===== src/hw/rtl/stopword_hash_set_top_assert.svh =====
`ifndef STOPWORD_HASH_SET_TOP_ASSERT_SVH
`define STOPWORD_HASH_SET_TOP_ASSERT_SVH
// Assertion helpers for the hash set block.
`define SHS_ASSERT_IMPL(lbl, clk, rst_n, ante, cons) \
  lbl: assert property (@(posedge clk) disable iff (!rst_n) (ante) |-> (cons)) \
    else $error("assertion failed");
`define SHS_ASSERT_NEXT(lbl, clk, rst_n, ante, cons) \
  lbl: assert property (@(posedge clk) disable iff (!rst_n) (ante) |=> (cons)) \
    else $error("assertion failed");
`endif


===== src/hw/rtl/shs_pkg.sv =====
`default_nettype none
package shs_pkg;
  typedef enum logic [2:0] {
    OP_CLEAR = 3'd0,
    OP_LOAD_BYTE = 3'd1,
    OP_LOAD_END = 3'd2,
    OP_QUERY_BYTE = 3'd3,
    OP_QUERY_END = 3'd4
  } op_t;
  typedef enum logic [1:0] {
    ST_OK = 2'd0,
    ST_FULL = 2'd1,
    ST_LONG = 2'd2
  } status_t;
  typedef enum logic [2:0] {
    BK_IDLE,
    BK_CLEAR,
    BK_READ,
    BK_CHECK,
    BK_CMP,
    BK_CMPCHK,
    BK_WRITE,
    BK_DONE
  } bk_state_t;
  localparam logic [31:0] HASH_START = 32'd5381;
  localparam logic [7:0] SEPARATOR = 8'd32;
  typedef enum logic [1:0] {
    CMD_CLEAR,
    CMD_LOAD,
    CMD_QUERY
  } cmd_kind_t;
endpackage
`default_nettype wire


===== src/hw/rtl/shs_front.sv =====
`default_nettype none
module shs_front #(
  parameter int MAX_WORD_LEN = 16,
  parameter int LW = $clog2(MAX_WORD_LEN + 2),
  parameter int BW = $clog2(MAX_WORD_LEN)
) (
  input  wire logic              clk,
  input  wire logic              rst_n,
  input  wire logic              start,
  input  wire logic [2:0]        in_opcode,
  input  wire logic [7:0]        in_data_byte,
  input  wire logic              back_busy,
  output logic                   busy,
  output logic                   cmd_valid,
  output shs_pkg::cmd_kind_t     cmd_kind,
  output logic                   cmd_report,
  output logic [LW-1:0]          cmd_len,
  output logic [31:0]            cmd_hash,
  output logic [MAX_WORD_LEN*8-1:0] cmd_word
);
  import shs_pkg::*;
  logic [LW-1:0] len_r, len_nxt;
  logic [31:0] hash_r, hash_nxt;
  logic [7:0] buf_r [MAX_WORD_LEN];
  logic acc;
  logic add, fin;
  cmd_kind_t kind_c;
  logic rep_c;
  assign busy = back_busy || cmd_valid;
  assign acc = start && !busy;
  always_comb begin
    add = 1'b0;
    fin = 1'b0;
    kind_c = CMD_LOAD;
    rep_c = 1'b0;
    case (in_opcode)
      OP_CLEAR: begin
        fin = 1'b1;
        kind_c = CMD_CLEAR;
      end
      OP_LOAD_BYTE: begin
        if (in_data_byte == SEPARATOR) fin = 1'b1;
        else add = 1'b1;
      end
      OP_LOAD_END: begin
        fin = 1'b1;
        rep_c = 1'b1;
      end
      OP_QUERY_BYTE: add = 1'b1;
      OP_QUERY_END: begin
        fin = 1'b1;
        rep_c = 1'b1;
        kind_c = CMD_QUERY;
      end
      default: ;
    endcase
    len_nxt = len_r;
    hash_nxt = hash_r;
    if (acc && add) begin
      if (len_r < LW'(MAX_WORD_LEN)) begin
        hash_nxt = (hash_r << 5) + hash_r + {24'd0, in_data_byte};
        len_nxt = len_r + 1'b1;
      end else begin
        len_nxt = LW'(MAX_WORD_LEN + 1);
      end
    end else if (acc && fin) begin
      len_nxt = '0;
      hash_nxt = HASH_START;
    end
  end
  logic cv_r, ck_rep_r;
  cmd_kind_t ck_r;
  logic [LW-1:0] cl_r;
  logic [31:0] ch_r;
  always_ff @(posedge clk) begin
    if (!rst_n) begin
      len_r <= '0;
      hash_r <= HASH_START;
      cv_r <= 1'b0;
    end else begin
      len_r <= len_nxt;
      hash_r <= hash_nxt;
      cv_r <= acc && fin;
    end
    if (acc && add && len_r < LW'(MAX_WORD_LEN)) buf_r[len_r[BW-1:0]] <= in_data_byte;
    if (acc && fin) begin
      ck_r <= kind_c;
      ck_rep_r <= rep_c;
      cl_r <= len_r;
      ch_r <= hash_r;
    end
  end
  logic [MAX_WORD_LEN*8-1:0] w_r;
  always_ff @(posedge clk) begin
    if (acc && fin) begin
      for (int i = 0; i < MAX_WORD_LEN; i++) w_r[i*8 +: 8] <= buf_r[i];
    end
  end
  assign cmd_valid = cv_r;
  always_comb begin
    cmd_kind = ck_r;
    cmd_report = ck_rep_r;
    cmd_len = cl_r;
    cmd_hash = ch_r;
    cmd_word = w_r;
  end
endmodule
`default_nettype wire


===== config.mk =====
export PLATFORM = sky130hd
export DESIGN_NAME = shs_front
export DESIGN_NICKNAME = d
export VERILOG_FILES = /design/src/hw/rtl/stopword_hash_set_top_assert.svh /design/src/hw/rtl/shs_pkg.sv /design/src/hw/rtl/shs_front.sv
export SDC_FILE = /design/constraint.sdc
export NUM_CORES = 1
export LEC_CHECK = 0
export ABC_AREA = 1
export BUFFER_PORTS_ARGS = -buffer_cell sky130_fd_sc_hd__buf_2
export CAP_MARGIN = 20
export CORE_MARGIN = 2
export CORE_UTILIZATION = 50
export CTS_CLUSTER_DIAMETER = 120
export DETAILED_ROUTE_END_ITERATION = 8
export PLACE_DENSITY_LB_ADDON = 0.1
export SLEW_MARGIN = 20
export SYNTH_ARGS = -nofsm -noshare
export SYNTH_HDL_FRONTEND = slang
export SYNTH_SLANG_ARGS = --single-unit

===== constraint.sdc =====
create_clock -name clk -period 11.46 [get_ports clk]
set_clock_uncertainty 0.2 [all_clocks]
set_input_delay 0.573 -clock clk [delete_from_list [all_inputs] [get_ports clk]]
set_output_delay 0.573 -clock clk [all_outputs]
set_load 0.005 [all_outputs]

=== Word level (Yosys, flattened, before mapping) ===
Memory sizes are Yosys's and may differ from the RTL's. A register that Yosys moved wholly into a read port is not among the register bits.
Index checks and enable logic that the tools add are counted.

* RAM bits: 128
* Flip-flop bits (word level): 78
* Memories kept: 1
* Input port bits: 15
* Output and inout port bits: 170
* Memory bits (read-only): 0
* Latch bits: 0

{| class="wikitable"
|+ Memories
! memory !! depth !! width !! rd ports !! clocked after memory_dff !! write ports !! RTL line !! text
|-
| buf_r || 16 || 8 || 16 || 16 || 1 || shs_front.sv:24 || <nowiki>logic [7:0] buf_r [MAX_WORD_LEN];</nowiki>
|}

* Reduce and logical (&&, ||, !) cells: 11
* Equal/unequal tests: 6
* Add/sub/neg operators: 3
* Multiplexer cells: 14
* Shift-type cells: 0
* $mul: 0
* Bitwise logic cells: 0
* $lt $le $gt $ge: 1
* Div/mod/pow operators: 0

{| class="wikitable"
|+ Operators with widths
! cell !! count
|-
| 32-bit 2-to-1 mux || 3
|-
| 32-bit adder || 1
|-
| 32-bit by 8-bit adder with 32-bit output || 1
|-
| 5-bit 2-to-1 mux || 3
|-
| 8-bit by 6-bit == test with 1-bit output, second input constant || 1
|-
| 3-bit by 2-bit == test with 1-bit output, second input constant || 2
|-
| 5-bit by 1-bit adder with 5-bit output, second input constant || 1
|-
| 5-bit < comparator, second input constant || 1
|-
| 1-bit 2-to-1 mux || 5
|-
| 1-bit logical AND || 4
|-
| 1-bit one-hot mux with 2 select lines || 2
|-
| 2-bit one-hot mux with 2 select lines || 1
|-
| 3-bit by 1-bit == test with 1-bit output, second input constant || 1
|-
| 3-bit == test, second input constant || 1
|-
| 3-bit logical NOT || 1
|-
| 3-bit OR reduction || 1
|-
| 2-bit by 1-bit inequality test with 1-bit output, second input constant || 1
|-
| 2-bit AND reduction || 1
|-
| 2-bit nonzero test || 1
|-
| 2-bit OR reduction || 1
|-
| 1-bit logical NOT || 1
|-
| 1-bit logical OR || 1
|}

=== Depth between registers and ports, before layout ===
Gate-level depths: netlist of the first run.

* Depth after elaboration: 7
* Depth in mapped cells: 16
* Gate-level depth less buffers: 16

=== Worst setup path before layout of the first run ===
Ideal clock, no wire load.

* Path kind: input to register
* Start point: input port in_data_byte[2]
* End point: register hash_r[2]
* Data arrival time: 10688 ps
* Library setup time: 132 ps
* Stages on the path: 9
* Path buffers: 1
* Path slack: 439 ps
* Data required time: 11128 ps
* Path through: nor2_1 -> nand2_1 -> nor2_2 -> nand4_1 -> a21oi_1 -> inv_2 -> buf_6 -> nand3_1 -> o2111ai_1

* Cells in the longest elaborated chain, start to end: 6
* Elaborated cells between the ends (all ways): 13
* Those cells by class: 1 x add/sub; 2 x eq/ne; 6 x mux; 4 x reduce/logical

{| class="wikitable"
|+ RTL lines
! item !! RTL line !! text
|-
| start: declaration || shs_front.sv:11 || <nowiki>input wire logic [7:0] in_data_byte,</nowiki>
|-
| parallel branches: the longest is 6 deep, another holds 32-bit by 8-bit adder with 32-bit output || n/a ||
|-
| end signal: assignment || shs_front.sv:82 || <nowiki>hash_r <= hash_nxt;</nowiki>
|-
| end: declaration || shs_front.sv:23 || <nowiki>logic [31:0] hash_r, hash_nxt;</nowiki>
|}

Parallel ways; which one is timed is not known. The select of a mux whose other input is x is not followed.
A chain may end at the register's enable or synchronous reset.

=== Worst setup path in the final report of the first run ===
* Start point: input port in_data_byte[5]
* End point: register w_r[57], in the netlist cmd_word[57] (read register of buf_r), enable pin

* Cells in the longest elaborated chain, start to end: 4

{| class="wikitable"
|+ RTL lines
! item !! RTL line !! text
|-
| 8-bit by 6-bit == test with 1-bit output || shs_front.sv:42 || <nowiki>if (in_data_byte == SEPARATOR) fin = 1'b1;</nowiki>
|-
| 1-bit 2-to-1 mux || shs_front.sv:42 ||
|-
| 1-bit one-hot mux with 2 select lines || shs_front.sv:36 || <nowiki>case (in_opcode)</nowiki>
|-
| 1-bit logical AND || shs_front.sv:95 || <nowiki>if (acc && fin) begin</nowiki>
|-
| end: declaration || shs_front.sv:93 || <nowiki>logic [MAX_WORD_LEN*8-1:0] w_r;</nowiki>
|}

No other way between the ends.

==> flow_metrics.py, run 1 <==
metrics = {
    "power": {
        "total_power_mw": 2.390,
        "power_density_nw_per_um2": 154.7,
        "ir_worst_vdd_mv": 0.1284,
        "leakagePower_nw": 6.370,
    },
    "clock_tree": {
        "cts-htree-levels": 1,
        "postCtsSetupBuffers": 0,
        "cts_made_buffers": 31,
        "cts.clk_slew.worst_paths_ns": 0.06,
        "insertion_delay_ns": 0.55,
        "cts_resized": 0,
        "root_buffer": "clkbuf_16",
        "cts_max_path_buffers": 3,
        "tritoncts": "done",
        "clock_sink_count": 334,
        "postCtsHoldBufs": 0,
    },
    "timing": {
        "period_minus_slack_ns": 3.550,
        "maxSlewHeadroom_pct": 27.69,
        "tns_ns": 0,
        "hold_violations": 0,
        "setup_viol": 0,
        "drv_slew": 0,
        "post-route-period-util_pct": 30.97,
        "rsz0062_at_grt": "no",
        "clock.fmax_mhz": 281.7,
        "worst_pin_slew_ns": 1.085,
    },
    "grt": {
        "grt_max_degree": 86,
        "grt_pass1_vias": 7784,
        "antenna_found_initial": 0,
        "grt_use_total_pct": 20.70,
        "overflow": 0,
        "grt_pass1_wl_mm": 44.68,
    },
    "routing": {
        "drt-total-wl_mm": 28.87,
        "via_count": 8018,
        "ant_nets": 0,
        "dr.pass1.iters": 7,
        "avgRoutedWirePerCell_um": 18.07,
        "drc": 0,
        "via_per_inst": 5.018,
        "drt_iter0_markers": 514,
    },
    "floorplan": {
        "start_util_pct": 50.91,
        "die_x_um": 166.7,
        "ios": 185,
        "die_area_um2": 27780,
        "rows": 59,
        "core_area_um2": 25980,
        "die_h_um": 166.7,
    },
    "cells_and_area": {
        "insertedDiodeCount": 0,
        "drive_gt1_share_pct": 19.00,
        "fin_nets": 1320,
        "area_growth_pct": 16.79,
    },
    "place": {
        "gp_congestion": 0.8259,
        "io_buffers": 184,
        "place.detailed.hpwl_mm": 20.18,
    },
    "critical_path": {
        "crit_arrival_ns": 3.49,
        "cp_data_required_time_ns": 11.40,
        "crit_type": "in2reg",
        "worstPathMaxFanout": 85,
        "worst_setup_path_start_kind": "input pin",
        "cp-end-kind": "flop",
    },
    "logic_synthesis": {
        "ys_seq_elements": 334,
        "postSynthAreaPerCell_um2": 12.82,
        "ys_seq_area_share_pct": 72.94,
        "synth_fp_nets": 1113,
        "yosysWarningCount": 0,
        "synth_cell_type_count": 32,
        "syn-cell-area_um2": 13230,
        "netlist_instances": 1032,
    },
    "min_path": {
        "hp-class": "in2reg",
    },
    "flow_run": {
        "max_cap_violations": 0,
    },
    "status": {
        "status": "finished clean",
    },
}
Yosys cell counts, drive strengths merged:
cell     number  share of area (%)
nand3        75                2.8
o31ai         1              0.057
clkbuf        3              0.085
a21oi        58                2.2
nand4         4               0.19
nand3b        4               0.23
nand2       241                6.9
buf          10               0.65
xnor2         1              0.066
and2          2              0.095
ha           62                5.9
dfxtp        38                5.8
nor3          4               0.19
fa            4               0.61
edfxtp      296                 67
inv         134                3.8
o21ai        14               0.53
o22ai         1              0.047
or2           2              0.095
o21bai        2               0.11
o2111ai       1              0.066
a21o          2               0.11
nor2         67                2.0
xor2          6               0.40
logic make-up after synthesis:
kind of cell	after synthesis	share of synthesized area, %
buffers and inverters	147	4.540
XOR/XNOR	7	0.4635
flip-flops	334	72.94
AND/OR/NAND/NOR	399	12.47
adder cells (fa/ha/maj)	66	6.469
AO/OA/AOI/OAI	79	3.121
layout make-up:
| class | count | area (µm²) |
|---|---|---|
| clock inverter | 14 | 93.84 |
| fill | 2122 | 10540 |
| inverter | 134 | 503.0 |
| sequential | 334 | 9649 |
| clock buffer | 43 | 850.8 |
| multi-input combinational | 551 | 2990 |
| timing repair buffer | 187 | 943.4 |
| tap | 335 | 419.2 |
layout by cell type, fill, tap and decap left out, types with 9 or more instances in the layout:
master,n
dfxtp_1,38
ha_1,62
o21ai_0,14
edfxtp_1,296
inv_1,129
buf_2,184
a21oi_1,57
nand3_1,75
clkbuf_16,31
nand2_1,240
nor2_1,65
clkbuf_1,9
state kept, by name (all words and copies together), names as in the netlist:
name / cells
cmd_word: 128
cmd_kind: 2
len_r: 5
hash_r: 32
buf_r: 128
cmd_report: 1
cmd_hash: 32
cmd_len: 5
cmd_valid: 1
worst paths after layout:
kind	from	end	slack, ns	depth (start not counted)
setup / recovery	in_data_byte[5]	cmd_word[57]	7.91	9
setup reg to reg	cmd_valid	cmd_word[57]	8.26	5
hold reg to reg	buf_r[4][2]	cmd_word[34]	0.20	0
hold / removal	rst_n	hash_r[8]	0.09	2
critical path, stage by stage:
cell and delay (ns):
buf_2 0.35, inv_2 0.09, nor2_1 0.10, nand2_1 0.07, nor2_2 0.10, nand4_1 0.14
a21oi_4 0.17, buf_4 0.85, buf_4 0.94
metrics by stage:
stage / hold slack (ns) / std cells / setup slack (ns) / util, % / area, µm²
3_3_place_gp: 0.2003 / 1541 / 7.421 / 55.82 / 14510
5_1_grt: 0.07489 / 1598 / 7.668 / 59.46 / 15450
4_1_cts: 0.06570 / 1598 / 7.902 / 59.46 / 15450
6_report: 0.09003 / 1598 / 7.910 / 59.46 / 15450
2_1_floorplan: 0.2003 / 1032 / 0.4392 / - / 13230
3_5_place_dp: 0.2045 / 1541 / 7.384 / 55.82 / 14510
routing by layer:
metal	track usage (%)	up-vias	routed length, µm
li1	-	3946	-
met1	27.86	3827	12550
met2	36.08	215	14440
met3	3.161	30	1462
met4	4.310	0	411
met5	0	-	0
report_power, final:
group / total [mW] / switching [mW] / internal, mW / leakage [nW]
logic: 0.0971 / 0.0680 / 0.0291 / 2.91
clock network: 0.951 / 0.412 / 0.539 / 0.467
registers: 1.34 / 0.00815 / 1.33 / 2.99
total: 2.39 / 0.488 / 1.90 / 6.37
(Power assumes the default switching activity.)
==> run 2, diff against run 1 <==
ABC_AREA = 0   (was 1)
clock period = 2.93 ns   (was 11.46 ns; I/O delays follow)
==> flow_metrics.py, run 2 <==
metrics = {
    "logic_synthesis": {
        "synth_xor_area_share_pct": 1.797,
        "syn-cell-area_um2": 12670,
        "synth_top_area_share_pct": 70.14,
        "yosys.area.top_type": "edfxtp_1",
        "postSynthAreaPerCell_um2": 16.50,
        "synth_cell_type_count": 67,
        "synth_fp_nets": 849,
        "synth_top_family_by_area": "compound AO/OA/AOI/OAI gates",
        "yosys-top-cells-area": "edfxtp_1 (70%), ha_1 (6.1%), dfxtp_1 (6.0%), nand2_1 (1.7%), a21oi_1 (1.6%)",
        "yosysWarningCount": 0,
        "synth_compound_area_share_pct": 7.829,
        "netlist_instances": 768,
        "synthSimpleGateAreaFrac_pct": 6.318,
        "async_flop_share_pct": 0,
        "ys_seq_elements": 334,
        "ys_seq_area_share_pct": 76.14,
        "synthFlopType": "edfxtp_1",
        "ys_top_cells_by_count": "edfxtp_1 (296), ha_1 (62), nand2_1 (58), nor2_1 (47), a21oi_1 (40)",
        "synth_edf_count": 296,
        "synth.most_common_cell": "edfxtp_1",
        "synthMuxAreaShare_pct": 0.07898,
        "synthAdderAreaFrac_pct": 6.753,
    },
    "power": {
        "power.switching_mw": 1.942,
        "combPwrFrac_pct": 4.4,
        "p_sw_share_pct": 20.03,
        "ir_worst_vdd_mv": 0.5012,
        "power_density_nw_per_um2": 620.1,
        "intPower_mw": 7.752,
        "p_seq_share_pct": 54.0,
        "clock_power_share_pct": 41.6,
        "leakagePower_nw": 5.831,
        "total_power_mw": 9.694,
    },
    "timing": {
        "hold_violations": 0,
        "period_minus_slack_ns": 2.801,
        "clock.fmax_mhz": 357.0,
        "drv_slew": 0,
        "worst_pin_slew_ns": 0.5960,
        "maxSlewHeadroom_pct": 60.23,
        "setup_viol": 0,
        "post-route-period-util_pct": 95.60,
        "hold_ws_ns": 0.009142,
    },
    "critical_path": {
        "r2r_cells": 11,
        "cp-end-kind": "flop",
        "worstPathMaxFanout": 5,
        "worst_setup_path_start_kind": "flop",
        "cp_data_required_time_ns": 3.15,
        "crit_type": "reg2reg",
        "cp-startpoint": "hash_r[0]",
        "crit_arrival_ns": 3.02,
        "timing.rr.start": "hash_r[0]",
    },
    "floorplan": {
        "start_util_pct": 50.62,
        "die_area_um2": 26640,
        "ios": 185,
        "rows": 58,
        "die_x_um": 163.2,
        "die_h_um": 163.2,
        "core_area_um2": 25040,
    },
    "cells_and_area": {
        "layout_common_cells": "edfxtp_1 (296), buf_2 (184), ha_1 (59), nand2_1 (58), buf_4 (47)",
        "design_area_um2": 15630,
        "area_growth_pct": 23.36,
        "insertedDiodeCount": 0,
        "final_common_cell": "edfxtp_1",
        "drive_gt1_share_pct": 30.23,
        "fin_nets": 1119,
    },
    "clock_tree": {
        "tritoncts": "done",
        "cts_max_path_buffers": 3,
        "cts.clk_slew.worst_paths_ns": 0.06,
        "cts-htree-levels": 1,
        "cts_made_buffers": 31,
        "root_buffer": "clkbuf_16",
        "clock_sink_count": 334,
        "postCtsSetupBuffers": 0,
        "insertion_delay_ns": 0.55,
    },
    "grt": {
        "grt_pass1_wl_mm": 41.30,
        "overflow": 0,
        "antenna_found_initial": 0,
        "grt_use_total_pct": 20.63,
        "grt_max_degree": 47,
        "grt_pass1_vias": 7109,
    },
    "flow_run": {
        "max_cap_violations": 0,
    },
    "routing": {
        "drt-total-wl_mm": 27.45,
        "avgRoutedWirePerCell_um": 19.72,
        "drt_iter0_markers": 599,
        "via_count": 7274,
        "via_per_inst": 5.226,
        "ant_nets": 0,
        "drc": 0,
        "dr.pass1.iters": 5,
    },
    "min_path": {
        "hold_start": "in_data_byte[6]",
        "hp-class": "in2reg",
        "holdPathStages": 2,
    },
    "place": {
        "gp_congestion": 0.8722,
        "dpl-instance-area_um2": 14410,
        "place.detailed.hpwl_mm": 18.65,
        "io_buffers": 184,
    },
    "status": {
        "status": "finished clean",
    },
}
-- run 2: changes by cell type after synthesis, moves of 8 or more --
cell / delta
nand2b_1: +8
o21ai_1: +24
a21oi_1: -18
xnor2_1: +15
nor2_1: -18
nand2_1: -182
nand3_1: -62
inv_1: -112
-- run 2: cells by family (layout without fill, tap and decap cells) --
kind of cell,count (synthesis),count (layout)
xor+xnor,26,26
fa+ha+maj,66,66
buf+inv,32,326
mux,1,1
compound gates,142,142
simple gates,167,167
flops,334,334
-- run 2: metrics by stage --
stage | setup slack, ns | TNS, ns | instances | utilization (%)
2_1_floorplan | -0.8365 | -140.53 | 768 | -
3_3_place_gp | 0.06641 | 0 | 1321 | 57.55
3_5_place_dp | -0.01042 | -0.01042 | 1321 | 57.55
4_1_cts | 0.01951 | 0 | 1392 | 62.23
5_1_grt | -0.01955 | -0.04652 | 1392 | 62.44
6_report | 0.1290 | 0 | 1392 | 62.44
-- run 2: metal layers --
metal	part of all wire, %	global-route usage, %	up-vias
li1	-	-	3465
met1	43	28.16	3551
met2	50	34.91	218
met3	5.6	3.073	40
met4	2.0	5.471	0
met5	0	0	-
-- run 2: worst max-delay path, cell delays in order (launching register included) --
cell	delay, ns
dfxtp_2	0.34
inv_1	0.06
fa_1	0.50
inv_1	0.07
ha_4	0.30
nand4_1	0.15
nor3_4	0.27
nor2_4	0.08
or3_1	0.35
nand3_1	0.11
xnor2_1	0.16
o21ai_1	0.09
-- run 2: area by class of cell --
type	instances	area, µm²
clock buffer	38	802.0
clock inverter	19	224.0
fill	1895	9403
inverter	19	75.07
multi-input combinational	402	2952
sequential	334	9654
tap	330	412.9
timing repair buffer	250	1514
-- run 2: power groups by stage --
stage,combinational (mW),clock (mW),sequential [mW]
final,0.427,4.03,5.23
after global routing,0.471,4.30,5.24
after CTS,0.424,4.11,5.23
after detailed placement,0.405,0,5.34
after global placement,0.404,0,5.34
after floorplan,0.196,0,5.35
-- run 2: path summary, 6_finish.rpt --
path                  endpoint  slack, ns
setup reg to reg    hash_r[14]       0.13
hold reg to reg   cmd_word[37]       0.21
hold / removal     buf_r[0][6]      0.009
setup / recovery    hash_r[14]       0.13
-- run 2: timing repair --
| action | CTS | global route |
|---|---|---|
| pin swaps | 0 | 5 |
| endpoints found under the setup margin | 1 | 16 |
| gates resized for setup | 1 | 17 |
| hold endpoints to repair | 126 | 0 |
| hold buffers | 14 | 0 |
==> run 3, diff against run 2 <==
ABC_AREA = 1   (was 0)
==> flow_metrics.py, run 3 (synthesis gave the netlist of run 1 again) <==
metrics = {
    "grt": {
        "grt_use_total_pct": 21.15,
        "use_met1_pct": 28.17,
        "antenna_found_initial": 0,
        "grt_pass1_vias": 8122,
        "grtUsageMet2_pct": 36.06,
        "grt_max_degree": 84,
        "grtUsageMet3_pct": 3.303,
        "grt_pass1_wl_mm": 45.48,
        "overflow": 0,
        "busiest_layer": "met2",
    },
    "cells_and_area": {
        "layout_common_cells": "edfxtp_1 (296), nand2_1 (239), buf_2 (184), inv_1 (130), nor2_1 (63)",
        "area_growth_pct": 21.14,
        "design_area_um2": 16030,
        "insertedDiodeCount": 0,
        "final_common_cell": "edfxtp_1",
        "drive_gt1_share_pct": 22.71,
        "fin_nets": 1366,
    },
    "min_path": {
        "hp-class": "in2reg",
    },
    "power": {
        "power_density_nw_per_um2": 597.5,
        "leakagePower_nw": 6.630,
        "ir_worst_vdd_mv": 0.4177,
        "total_power_mw": 9.575,
    },
    "place": {
        "dpl-instance-area_um2": 14910,
        "pre_cts_ws_ns": 0.2303,
        "place.detailed.hpwl_mm": 20.26,
        "io_buffers": 184,
        "gp_congestion": 0.8420,
    },
    "critical_path": {
        "worst_setup_path_start_kind": "flop",
        "cpMaxStageDelayCell": "fa_1",
        "cp_data_required_time_ns": 3.17,
        "reg2reg_setup_slack_ns": 0.22,
        "max_stage_delay_ns": 0.49,
        "worstPathMaxFanout": 4,
        "crit_chain": "inv_1, fa_1, inv_1, ha_1, nand2_1, inv_1, a21oi_1, nand2_1, nand2_1, nand2_1, nand2_1, nand2_1, nand2_1, nand3_1, a21oi_1",
        "crit_arrival_ns": 2.94,
        "crit_type": "reg2reg",
        "cp-end-kind": "flop",
        "cp_common_cell": "nand2_1",
    },
    "timing": {
        "period_minus_slack_ns": 2.705,
        "setup_ws_ns": 0.2246,
        "hold_violations": 0,
        "post-route-period-util_pct": 92.33,
        "clock.fmax_mhz": 369.6,
        "worst_pin_slew_ns": 0.4841,
        "setup_viol": 0,
        "rsz0062_at_grt": "no",
        "hold_ws_ns": 0.03268,
        "maxSlewHeadroom_pct": 67.68,
        "drv_slew": 0,
    },
    "routing": {
        "via_count": 8210,
        "drt_iter0_markers": 707,
        "avgRoutedWirePerCell_um": 17.68,
        "ant_nets": 0,
        "via_per_inst": 4.997,
        "drc": 0,
        "dr.pass1.iters": 5,
        "drt-total-wl_mm": 29.05,
    },
    "clock_tree": {
        "clock_sink_count": 334,
        "cts_max_path_buffers": 3,
        "tritoncts": "done",
        "insertion_delay_ns": 0.51,
        "root_buffer": "clkbuf_16",
        "cts-htree-levels": 2,
        "cts.clk_slew.worst_paths_ns": 0.06,
        "cts_made_buffers": 34,
    },
    "floorplan": {
        "die_x_um": 166.7,
        "ios": 185,
        "start_util_pct": 50.91,
        "die_h_um": 166.7,
        "die_area_um2": 27780,
        "core_area_um2": 25980,
        "rows": 59,
    },
    "status": {
        "status": "finished clean",
    },
    "flow_run": {
        "max_cap_violations": 0,
    },
}
==> run 3: cell count changes in the layout (fill, tap and decap cells not counted), moves of 8 or more <==
cell and change:
a21oi_1 +20, nand2b_1 -8, inv_1 +113, nand3_1 +41, o21ai_1 -23, nand3_2 +20, xnor2_1 -15, nand2_1 +181
nor2_1 +17, buf_4 -14
==> run 3: where the power goes <==
part	total, mW	switching, mW	internal (mW)
registers	5.25	0.0292	5.22
logic	0.426	0.283	0.143
clock network	3.90	1.69	2.21
==> run 3: worst max-delay path: cells and delay by family (launching register included) <==
family                     cells  cell delay (ns)
buffers and inverters          3             0.18
and+or+nand+nor                8             0.74
DFF                            1             0.38
adders and majority gates      2             0.83
AOI/OAI and AO/OA              2             0.29
==> run 3: layer usage <==
layer	vias up	routed length, µm
met1	3876	12550
met5	-	0
met4	0	734
met2	238	14170
met3	54	1590
li1	4042	-
==> run 3: layout make-up <==
class | count | area (µm²)
clock buffers | 45 | 913.4
flip-flops and latches | 334 | 9649
fillers | 2072 | 9960
inverters | 134 | 505.5
well taps | 335 | 419.2
multi-input cells | 551 | 3113
clock inverters | 14 | 96.34
repair buffers | 230 | 1329
==> run 3: path summary, 6_finish.rpt <==
check | startpoint | end | cells past startpoint
setup / recovery | hash_r[5] | hash_r[22] | 15
hold reg to reg | buf_r[8][4] | cmd_word[68] | 0
hold / removal | in_data_byte[2] | buf_r[4][2] | 2
setup reg to reg | hash_r[5] | hash_r[22] | 15
==> run 3: timing repair <==
item / CTS / global route
hold buffers: 10 / 0
gates resized for setup: 0 / 1
setup buffers: 0 / 1
endpoints found under the hold margin: 99 / 0
endpoints found under the setup margin: 0 / 4
==> run 3: per-stage QoR <==
stage | util, % | TNS (ns) | cells
floorplan | - | -234.90 | 1032
global placement | 57.36 | 0 | 1573
detailed placement | 57.36 | 0 | 1573
CTS | 61.63 | 0 | 1642
global route | 61.67 | 0 | 1643
finish | 61.67 | 0 | 1643
